==> src/i2c_mra_pkg.sv <==
// ----------------------------------------------------------------------------
// I2C master register access package
// Shared widths, register indexes, primitive codes and the command scripts.
// ----------------------------------------------------------------------------
`default_nettype none

package i2c_mra_pkg;

  localparam int unsigned ActW    = 3;
  localparam int unsigned StepW   = 4;
  localparam int unsigned DelayW  = 24;
  localparam int unsigned InW     = 24;
  localparam int unsigned OutW    = 16;
  localparam int unsigned CfgIdxW = 2;
  localparam int unsigned CfgW    = 16;

  localparam logic [StepW-1:0] ScriptLen = 4'd10;
  localparam logic [StepW-1:0] AbortStep = 4'd15;

  localparam logic [CfgIdxW-1:0] CfgTicksPerUnit  = 2'd0;
  localparam logic [CfgIdxW-1:0] CfgAckPollLimit  = 2'd1;
  localparam logic [CfgIdxW-1:0] CfgDeviceAddress = 2'd2;
  localparam logic [CfgIdxW-1:0] CfgWriteRecovery = 2'd3;

  typedef enum logic [ActW-1:0] {
    ACT_NONE      = 3'd0,
    ACT_START     = 3'd1,
    ACT_STOP      = 3'd2,
    ACT_WRITE     = 3'd3,
    ACT_READ      = 3'd4,
    ACT_REG_READ  = 3'd5,
    ACT_REG_WRITE = 3'd6,
    ACT_UNUSED    = 3'd7
  } action_e;

  typedef enum logic [3:0] {
    OP_END        = 4'd0,
    OP_START      = 4'd1,
    OP_STOP       = 4'd2,
    OP_SEND_AW    = 4'd3,
    OP_SEND_AR    = 4'd4,
    OP_SEND_REG   = 4'd5,
    OP_SEND_DATA  = 4'd6,
    OP_WAIT       = 4'd7,
    OP_READ_ACKIN = 4'd8,
    OP_READ_NACK  = 4'd9,
    OP_RECOVER    = 4'd10
  } op_e;

  function automatic op_e script_op(input logic [ActW-1:0] act,
                                    input logic [StepW-1:0] step);
    op_e op;
    op = OP_END;
    case (act)
      ACT_START: begin
        if (step == 4'd0) op = OP_START;
      end
      ACT_STOP: begin
        if (step == 4'd0) op = OP_STOP;
      end
      ACT_WRITE: begin
        case (step)
          4'd0:    op = OP_SEND_DATA;
          4'd1:    op = OP_WAIT;
          default: op = OP_END;
        endcase
      end
      ACT_READ: begin
        if (step == 4'd0) op = OP_READ_ACKIN;
      end
      ACT_REG_READ: begin
        case (step)
          4'd0:    op = OP_START;
          4'd1:    op = OP_SEND_AW;
          4'd2:    op = OP_WAIT;
          4'd3:    op = OP_SEND_REG;
          4'd4:    op = OP_WAIT;
          4'd5:    op = OP_START;
          4'd6:    op = OP_SEND_AR;
          4'd7:    op = OP_WAIT;
          4'd8:    op = OP_READ_NACK;
          4'd9:    op = OP_STOP;
          default: op = OP_END;
        endcase
      end
      ACT_REG_WRITE: begin
        case (step)
          4'd0:    op = OP_START;
          4'd1:    op = OP_SEND_AW;
          4'd2:    op = OP_WAIT;
          4'd3:    op = OP_SEND_REG;
          4'd4:    op = OP_WAIT;
          4'd5:    op = OP_SEND_DATA;
          4'd6:    op = OP_WAIT;
          4'd7:    op = OP_STOP;
          4'd8:    op = OP_RECOVER;
          default: op = OP_END;
        endcase
      end
      default: op = OP_END;
    endcase
    return op;
  endfunction

endpackage

`default_nettype wire

==> src/i2c_master_register_access.sv <==
// ----------------------------------------------------------------------------
// I2C master register access
// Tick-driven I2C bus master with byte primitives and register transactions.
// ----------------------------------------------------------------------------
// Each input transfer is one timebase tick carrying an optional command and the
// sampled SDA level, and each tick yields exactly one output transfer with the
// driven SCL, SDA and SDA enable levels and the status. One tick is processed
// per clock cycle: the sequencer state and the output register are updated in
// a single pass, and a new tick is taken whenever the output register is empty
// or being drained in the same cycle. Commands arriving while busy are ignored.
`default_nettype none

module i2c_master_register_access (
  input  wire  logic                                clk_i,
  input  wire  logic                                rst_ni,
  input  wire  logic                                cfg_we_i,
  input  wire  logic [i2c_mra_pkg::CfgIdxW-1:0]     cfg_idx_i,
  input  wire  logic [i2c_mra_pkg::CfgW-1:0]        cfg_data_i,
  input  wire  logic                                s_axis_tvalid,
  output logic                                      s_axis_tready,
  // action[2:0], data_byte[10:3], reg_address[18:11], ack_after_read[19],
  // sda_in[20], zero fill.
  input  wire  logic [i2c_mra_pkg::InW-1:0]         s_axis_tdata,
  output logic                                      m_axis_tvalid,
  input  wire  logic                                m_axis_tready,
  // scl_out[0], sda_out[1], sda_drive[2], busy_res[3], done_res[4],
  // read_data[12:5], ack_error[13], zero fill.
  output logic [i2c_mra_pkg::OutW-1:0]              m_axis_tdata
);

  typedef enum logic [4:0] {
    PH_IDLE = 5'd0,
    PH_ST0  = 5'd1,
    PH_ST1  = 5'd2,
    PH_ST2  = 5'd3,
    PH_SP0  = 5'd4,
    PH_SP1  = 5'd5,
    PH_SP2  = 5'd6,
    PH_SB1  = 5'd7,
    PH_SB2  = 5'd8,
    PH_SB3  = 5'd9,
    PH_WA0  = 5'd10,
    PH_WA1  = 5'd11,
    PH_WA2  = 5'd12,
    PH_RB0  = 5'd13,
    PH_RB1  = 5'd14,
    PH_RB2  = 5'd15,
    PH_RB3  = 5'd16,
    PH_RB4  = 5'd17,
    PH_RC0  = 5'd18,
    PH_RC1  = 5'd19
  } phase_e;

  logic [7:0]  tpu_q, poll_lim_q;
  logic [6:0]  dev_addr_q;
  logic [15:0] wr_rec_q;

  phase_e                            phase_q, phase_d;
  logic [i2c_mra_pkg::StepW-1:0]     step_q, step_d;
  logic [i2c_mra_pkg::ActW-1:0]      pend_q, pend_d;
  logic [3:0]                        bit_cnt_q, bit_cnt_d;
  logic [7:0]                        shift_q, shift_d;
  logic [i2c_mra_pkg::DelayW-1:0]    delay_q, delay_d;
  logic [7:0]                        poll_q, poll_d;
  logic [7:0]                        rx_q, rx_d;
  logic                              err_q, err_d;
  logic                              scl_q, scl_d, sda_q, sda_d, drv_q, drv_d;
  logic [7:0]                        lat_data_q, lat_data_d, lat_reg_q, lat_reg_d;
  logic                              lat_ack_q, lat_ack_d, rd_ack_q, rd_ack_d;
  logic                              out_valid_q;
  logic [i2c_mra_pkg::OutW-1:0]      out_data_q;

  logic [i2c_mra_pkg::ActW-1:0]      in_act;
  logic [7:0]                        in_data, in_reg;
  logic                              in_ack, in_sda;
  logic                              in_fire;
  logic                              done;
  logic                              do_adv, do_begin, do_finish, do_wait;
  logic [15:0]                       wait_u;
  logic [3:0]                        bit_inc;
  i2c_mra_pkg::op_e                  op;

  assign in_act  = s_axis_tdata[2:0];
  assign in_data = s_axis_tdata[10:3];
  assign in_reg  = s_axis_tdata[18:11];
  assign in_ack  = s_axis_tdata[19];
  assign in_sda  = s_axis_tdata[20];

  assign s_axis_tready = !out_valid_q || m_axis_tready;
  assign in_fire       = s_axis_tvalid && s_axis_tready;
  assign bit_inc       = bit_cnt_q + 4'd1;

  always_comb begin
    phase_d    = phase_q;
    step_d     = step_q;
    pend_d     = pend_q;
    bit_cnt_d  = bit_cnt_q;
    shift_d    = shift_q;
    delay_d    = delay_q;
    poll_d     = poll_q;
    rx_d       = rx_q;
    err_d      = err_q;
    scl_d      = scl_q;
    sda_d      = sda_q;
    drv_d      = drv_q;
    lat_data_d = lat_data_q;
    lat_reg_d  = lat_reg_q;
    lat_ack_d  = lat_ack_q;
    rd_ack_d   = rd_ack_q;
    do_adv     = 1'b0;
    do_begin   = 1'b0;
    do_finish  = 1'b0;
    do_wait    = 1'b0;
    wait_u     = 16'd0;
    op         = i2c_mra_pkg::OP_END;

    if (phase_q == PH_IDLE) begin
      if (in_act != i2c_mra_pkg::ACT_NONE && in_act != i2c_mra_pkg::ACT_UNUSED) begin
        pend_d     = in_act;
        lat_data_d = in_data;
        lat_reg_d  = in_reg;
        lat_ack_d  = in_ack;
        err_d      = 1'b0;
        step_d     = '0;
        delay_d    = '0;
        do_begin   = 1'b1;
      end
    end else if (delay_q != '0) begin
      delay_d = delay_q - 1'b1;
    end else begin
      case (phase_q)
        PH_ST0: begin
          drv_d = 1'b1; sda_d = 1'b1; scl_d = 1'b1;
          do_wait = 1'b1; wait_u = 16'd4; phase_d = PH_ST1;
        end
        PH_ST1: begin
          sda_d = 1'b0; do_wait = 1'b1; wait_u = 16'd4; phase_d = PH_ST2;
        end
        PH_ST2: begin
          scl_d = 1'b0; do_adv = 1'b1;
        end
        PH_SP0: begin
          drv_d = 1'b1; scl_d = 1'b0; sda_d = 1'b0;
          do_wait = 1'b1; wait_u = 16'd4; phase_d = PH_SP1;
        end
        PH_SP1: begin
          scl_d = 1'b1; sda_d = 1'b1;
          do_wait = 1'b1; wait_u = 16'd4; phase_d = PH_SP2;
        end
        PH_SP2: do_adv = 1'b1;
        PH_SB1: begin
          drv_d = 1'b1; scl_d = 1'b0; sda_d = shift_q[7];
          shift_d = {shift_q[6:0], 1'b0};
          do_wait = 1'b1; wait_u = 16'd2; phase_d = PH_SB2;
        end
        PH_SB2: begin
          scl_d = 1'b1; do_wait = 1'b1; wait_u = 16'd2; phase_d = PH_SB3;
        end
        PH_SB3: begin
          scl_d = 1'b0; do_wait = 1'b1; wait_u = 16'd2;
          bit_cnt_d = bit_inc;
          if (bit_inc < 4'd8) begin
            phase_d = PH_SB1;
          end else begin
            do_adv = 1'b1;
          end
        end
        PH_WA0: begin
          drv_d = 1'b0; sda_d = 1'b1;
          do_wait = 1'b1; wait_u = 16'd1; phase_d = PH_WA1;
        end
        PH_WA1: begin
          scl_d = 1'b1; do_wait = 1'b1; wait_u = 16'd1;
          poll_d = '0; phase_d = PH_WA2;
        end
        PH_WA2: begin
          if (!in_sda) begin
            scl_d = 1'b0; do_adv = 1'b1;
          end else if (poll_q >= poll_lim_q) begin
            err_d = 1'b1; step_d = i2c_mra_pkg::AbortStep; phase_d = PH_SP0;
          end else begin
            poll_d = poll_q + 8'd1;
          end
        end
        PH_RB0: begin
          drv_d = 1'b0; scl_d = 1'b0;
          do_wait = 1'b1; wait_u = 16'd2; phase_d = PH_RB1;
        end
        PH_RB1: begin
          scl_d = 1'b1; shift_d = {shift_q[6:0], in_sda};
          do_wait = 1'b1; wait_u = 16'd1; bit_cnt_d = bit_inc;
          phase_d = (bit_inc < 4'd8) ? PH_RB0 : PH_RB2;
        end
        PH_RB2: begin
          rx_d = shift_q; scl_d = 1'b0; drv_d = 1'b1; sda_d = !rd_ack_q;
          do_wait = 1'b1; wait_u = 16'd2; phase_d = PH_RB3;
        end
        PH_RB3: begin
          scl_d = 1'b1; do_wait = 1'b1; wait_u = 16'd2; phase_d = PH_RB4;
        end
        PH_RB4: begin
          scl_d = 1'b0; do_adv = 1'b1;
        end
        PH_RC0: begin
          do_wait = 1'b1; wait_u = wr_rec_q; phase_d = PH_RC1;
        end
        PH_RC1: do_adv = 1'b1;
        default: do_finish = 1'b1;
      endcase
    end

    if (do_wait) begin
      delay_d = {8'd0, wait_u} * {16'd0, tpu_q};
    end

    if (do_adv) begin
      if (step_q == i2c_mra_pkg::AbortStep) begin
        do_finish = 1'b1;
      end else begin
        step_d   = step_q + 4'd1;
        do_begin = 1'b1;
      end
    end

    if (do_begin) begin
      if (step_d >= i2c_mra_pkg::ScriptLen) begin
        do_finish = 1'b1;
      end else begin
        op        = i2c_mra_pkg::script_op(pend_d, step_d);
        bit_cnt_d = '0;
        case (op)
          i2c_mra_pkg::OP_START:      phase_d = PH_ST0;
          i2c_mra_pkg::OP_STOP:       phase_d = PH_SP0;
          i2c_mra_pkg::OP_SEND_AW: begin
            shift_d = {dev_addr_q, 1'b0}; phase_d = PH_SB1;
          end
          i2c_mra_pkg::OP_SEND_AR: begin
            shift_d = {dev_addr_q, 1'b1}; phase_d = PH_SB1;
          end
          i2c_mra_pkg::OP_SEND_REG: begin
            shift_d = lat_reg_d; phase_d = PH_SB1;
          end
          i2c_mra_pkg::OP_SEND_DATA: begin
            shift_d = lat_data_d; phase_d = PH_SB1;
          end
          i2c_mra_pkg::OP_WAIT:       phase_d = PH_WA0;
          i2c_mra_pkg::OP_READ_ACKIN: begin
            rd_ack_d = lat_ack_d; shift_d = '0; phase_d = PH_RB0;
          end
          i2c_mra_pkg::OP_READ_NACK: begin
            rd_ack_d = 1'b0; shift_d = '0; phase_d = PH_RB0;
          end
          i2c_mra_pkg::OP_RECOVER:    phase_d = PH_RC0;
          default:                    do_finish = 1'b1;
        endcase
      end
    end

    if (do_finish) begin
      phase_d = PH_IDLE;
      pend_d  = '0;
      step_d  = '0;
    end
  end

  assign done = do_finish;

  always_ff @(posedge clk_i or negedge rst_ni) begin
    if (!rst_ni) begin
      tpu_q       <= 8'd1;
      poll_lim_q  <= 8'd250;
      dev_addr_q  <= 7'd81;
      wr_rec_q    <= 16'd10000;
      phase_q     <= PH_IDLE;
      step_q      <= '0;
      pend_q      <= '0;
      bit_cnt_q   <= '0;
      shift_q     <= '0;
      delay_q     <= '0;
      poll_q      <= '0;
      rx_q        <= '0;
      err_q       <= 1'b0;
      scl_q       <= 1'b1;
      sda_q       <= 1'b1;
      drv_q       <= 1'b1;
      lat_data_q  <= '0;
      lat_reg_q   <= '0;
      lat_ack_q   <= 1'b0;
      rd_ack_q    <= 1'b0;
      out_valid_q <= 1'b0;
      out_data_q  <= '0;
    end else begin
      if (cfg_we_i) begin
        case (cfg_idx_i)
          i2c_mra_pkg::CfgTicksPerUnit:  tpu_q      <= cfg_data_i[7:0];
          i2c_mra_pkg::CfgAckPollLimit:  poll_lim_q <= cfg_data_i[7:0];
          i2c_mra_pkg::CfgDeviceAddress: dev_addr_q <= cfg_data_i[6:0];
          i2c_mra_pkg::CfgWriteRecovery: wr_rec_q   <= cfg_data_i;
          default: ;
        endcase
      end
      if (in_fire) begin
        phase_q     <= phase_d;
        step_q      <= step_d;
        pend_q      <= pend_d;
        bit_cnt_q   <= bit_cnt_d;
        shift_q     <= shift_d;
        delay_q     <= delay_d;
        poll_q      <= poll_d;
        rx_q        <= rx_d;
        err_q       <= err_d;
        scl_q       <= scl_d;
        sda_q       <= sda_d;
        drv_q       <= drv_d;
        lat_data_q  <= lat_data_d;
        lat_reg_q   <= lat_reg_d;
        lat_ack_q   <= lat_ack_d;
        rd_ack_q    <= rd_ack_d;
        out_valid_q <= 1'b1;
        out_data_q  <= {2'b00, err_d, rx_d, done, (phase_d != PH_IDLE),
                        drv_d, sda_d, scl_d};
      end else if (m_axis_tready) begin
        out_valid_q <= 1'b0;
      end
    end
  end

  assign m_axis_tvalid = out_valid_q;
  assign m_axis_tdata  = out_data_q;

endmodule

`default_nettype wire

==> config.mk <==
export PLATFORM = sky130hd
export DESIGN_NAME = i2c_master_register_access
export DESIGN_NICKNAME = d
export VERILOG_FILES = /design/src/i2c_mra_pkg.sv /design/src/i2c_master_register_access.sv
export SDC_FILE = /design/constraint.sdc
export NUM_CORES = 1
export LEC_CHECK = 0
export ABC_AREA = 1
export BUFFER_PORTS_ARGS = -buffer_cell sky130_fd_sc_hd__buf_2
export CAP_MARGIN = 20
export CORE_UTILIZATION = 39
export DETAILED_ROUTE_END_ITERATION = 12
export HOLD_SLACK_MARGIN = 0.06
export PLACE_DENSITY = 0.58
export SETUP_SLACK_MARGIN = 0.4
export SLEW_MARGIN = 10
export SYNTH_ARGS = -nofsm -noshare
export SYNTH_HDL_FRONTEND = slang
export SYNTH_SLANG_ARGS = --single-unit
==> constraint.sdc <==
create_clock -name clk_i -period 7.8 [get_ports clk_i]
set_input_delay 1.56 -clock clk_i [delete_from_list [all_inputs] [get_ports clk_i]]
set_output_delay 1.56 -clock clk_i [all_outputs]
set_load 0.01 [all_outputs]
==> impl_metrics.csv <==
group,metric,value,unit
drt,drc_errors,0,
floorplanning,io_pins,65,
hold_path,hold_path.class,"reg -> reg",
timing,rsz0062_at_grt,"no",
yosys,synth.area.top_cells,"dfrtp_1 24%, fa_1 14%, nand2_1 11%, inv_1 7.7%, ha_1 6.4%",
power_and_ir_drop,ir_drop,0.1254,mV
power_and_ir_drop,share_comb_of_total_power,38.7,%
clock_network,numCtsBuffers,17,
floorplanning,die_y,176.4,um
clock_network,cts_tree,"yes",
global_routing,antenna_found_initial,0,
yosys,ys_async_sr_fraction,100.0,%
yosys,synth_area_leader_cell,"dfrtp_1",
floorplanning,rows,63,
setup_path,critPathSlowestCell,"fa_1",
setup_path,crit_type,"reg -> reg",
setup_path,max_stage_delay,0.54,ns
yosys,ys_warn_count,0,
placed_design,place.port_buffers,59,
timing,setup_viol,0,
timing,hold_viol,0,
drt,viasPerCell,5.116,
setup_path,crit_top_cell,"inv_1",
setup_path,crit_path_start_kind,"register",
yosys,ys_ff_latch,131,
timing,clock.fmax,146.5,MHz
cells_and_area,post-route-util,44.80,%
power_and_ir_drop,power_frac_clock,27.9,%
setup_path,arrival,7.17,ns
power_and_ir_drop,p_per_area,232.9,nW/um^2
placed_design,gp_congestion,0.8906,
setup_path,endpoint_kind,"register",
timing,fin_crit,6.828,ns
drt,dr.first_iter.drc_count,565,
timing,min_period_over_period,87.54,%
power_and_ir_drop,p_sw_share,42.23,%
global_routing,grt_util_all_layers,21.03,%
power_and_ir_drop,leakage,0.006334,uW
timing,timing.hold.ws,0.4753,ns
run_status,status,"finished clean",
power_and_ir_drop,p_switching,1313,uW
yosys,synthTopCellsByCount,"346 x nand2_1, 242 x inv_1, 134 x nor2_1, 130 x o21ai_0, 113 x dfrtp_1",
drt,first_pass_iters,5,
yosys,synth.most_common_cell,"nand2_1",
clock_network,cts_sinks,131,
power_and_ir_drop,sequentialPowerShare,33.3,%
cells_and_area,fin_cells,2010,
clock_network,hold_buffers,0,
global_routing,grt_first_pass_wirelength,51450,um
clock_network,htreeDepth,4,
run,drv_cap,0,
yosys,ys.flop_type,"dfrtp_1",
global_routing,grt_overflow_total,0,
drt,wl_per_cell,15.59,um
floorplanning,die-area,31110,sq um
floorplanning,core,29800,sq um
timing,fin_worst_skew,0.01056,ns
power_and_ir_drop,intPower,1796,uW
cells_and_area,layout.nets,1799,
clock_network,cts.clk_slew.worst_paths,0.06,ns
cells_and_area,insertedDiodeCount,0,
floorplanning,chipWidth,176.4,um
placed_design,dp_hpwl,24170,um
global_routing,grt_pass1_vias,9939,
timing,max_slew_margin,29.71,%
timing,slew_viol_final,0,
drt,drt-total-wl,31330,um
setup_path,crit_fanout,8,
timing,finalSetupTns,0,ns
yosys,postSynthAreaPerCell,7.696,sq um
yosys,synth_edf_count,0,
global_routing,grt_max_degree,70,
clock_network,cts_root_buf,"clkbuf_16",
timing,tightest_slew,1.054,ns
cells_and_area,layout-drive-gt1-share,15.25,%
setup_path,crit_required,8.14,ns
yosys,synth_area,11860,sq um
drt,via_count,10284,
yosys,seq_area_frac_synth,27.83,%
floorplanning,initial_core_util,39.80,%
yosys,ys_types,63,
placed_design,dpl.cell_count,1977,
clock_network,cts.path.max_buffers,2,
yosys,synth_top_area_share,23.84,%
drt,antenna_left,0,
yosys,syn_inst,1541,
clock_network,worstSkewPairLatency,0.43,ns
cells_and_area,syn_to_final_growth,12.54,%
[cells in the final DEF (no fill, tap or decap), drive strengths merged, types with 11 or more instances in the layout]
cell type,netlist,routed
nand4,14,14
dfrtp,113,113
nand3,60,60
o21ai,145,145
fa,84,84
nand2,368,368
buf,11,87
a21oi,61,61
o211ai,23,23
dfstp,18,18
inv,262,269
clkbuf,30,18
nor2,156,156
ha,61,61
o2111ai,11,11
nor3,21,21
xor2,21,21
[metrics by stage]
stage,total power (uW),setup WS [ns],cell area [sq um]
2_1_floorplan,1932,0.9006,11860
3_3_place_gp,2219,0.4955,12670
3_5_place_dp,2239,0.4548,12670
4_1_cts,3119,0.4462,13300
5_1_grt,3337,0.3994,13350
6_report,3109,0.9722,13350
[power by group through the flow]
stage / combinational (uW) / clock [uW] / sequential [uW]
final: 1200 / 869 / 1040
after global routing: 1370 / 909 / 1060
after CTS: 1200 / 883 / 1030
after detailed placement: 1200 / 0 / 1040
after global placement: 1180 / 0 / 1040
after floorplan: 959 / 0 / 973
[final cells by class]
class                   instances  area, sq um
multi-input cells            1107         7433
well taps                     390        488.0
repair buffers                 87        511.7
flip-flops and latches        131         3301
clock inverters                14        187.7
inverters                     263        987.2
fillers                      3064        16450
clock buffers                  18        439.2
[critical path: cells and delay by family (launching register included)]
family                     cells  cell delay [ns]
adders and majority gates      6             2.58
DFF                            1             0.36
buffers and inverters         10             0.90
and+or+nand+nor               13             1.50
AOI/OAI and AO/OA             10             1.42
[repair_timing]
item | CTS | global route
setup buffers | 0 | 1
setup endpoints to repair | 0 | 6
gates resized for setup | 0 | 23
[cell families (layout without fill, tap and decap cells)]
kind of cell / after synthesis / in the layout / share of synthesized area (%)
buffers and inverters: 304 / 382 / 9.938
adders and majority gates: 145 / 145 / 20.61
and+or+nand+nor: 630 / 630 / 23.65
DFF: 131 / 131 / 27.83
xor gates and xnor gates: 26 / 26 / 1.920
muxes: 18 / 18 / 1.604
other: 1 / 2 / 0.03162
AOI/OAI and AO/OA: 286 / 286 / 14.41
[layer usage]
metal | part of all wire [%] | GRT usage (%) | vias to the layer above
li1 | - | - | 5082
met1 | 49 | 29.99 | 4946
met2 | 46 | 33.76 | 221
met3 | 4.0 | 2.326 | 35
met4 | 1.7 | 5.711 | 0
met5 | 0 | 0 | -
[state kept, by name (all words and copies together), names as in the netlist, 3 cells and up]
name and cells:
rx_q 7, bit_cnt_q 4, phase_q 5, shift_q 8, dev_addr_q 7, m_axis_tdata 6, delay_q 24, tpu_q 8
lat_data_q 8, poll_lim_q 8, wr_rec_q 16, pend_q 3, lat_reg_q 8, poll_q 8, step_q 4
[path summary, 6_finish.rpt]
kind                       cells past startpoint             from               to  slack (ns)
min                                            2  m_axis_tdata[1]  m_axis_tdata[1]        0.48
max in group asynchronous                      2           rst_ni    dev_addr_q[3]        5.37
min in group asynchronous                      1           rst_ni        pend_q[2]        1.12
min reg2reg                                    2  m_axis_tdata[1]  m_axis_tdata[1]        0.48
max                                           39       delay_q[0]      delay_q[23]        0.97
max reg2reg                                   39       delay_q[0]      delay_q[23]        0.97
No activity file was read; power rests on OpenSTA's default activity.
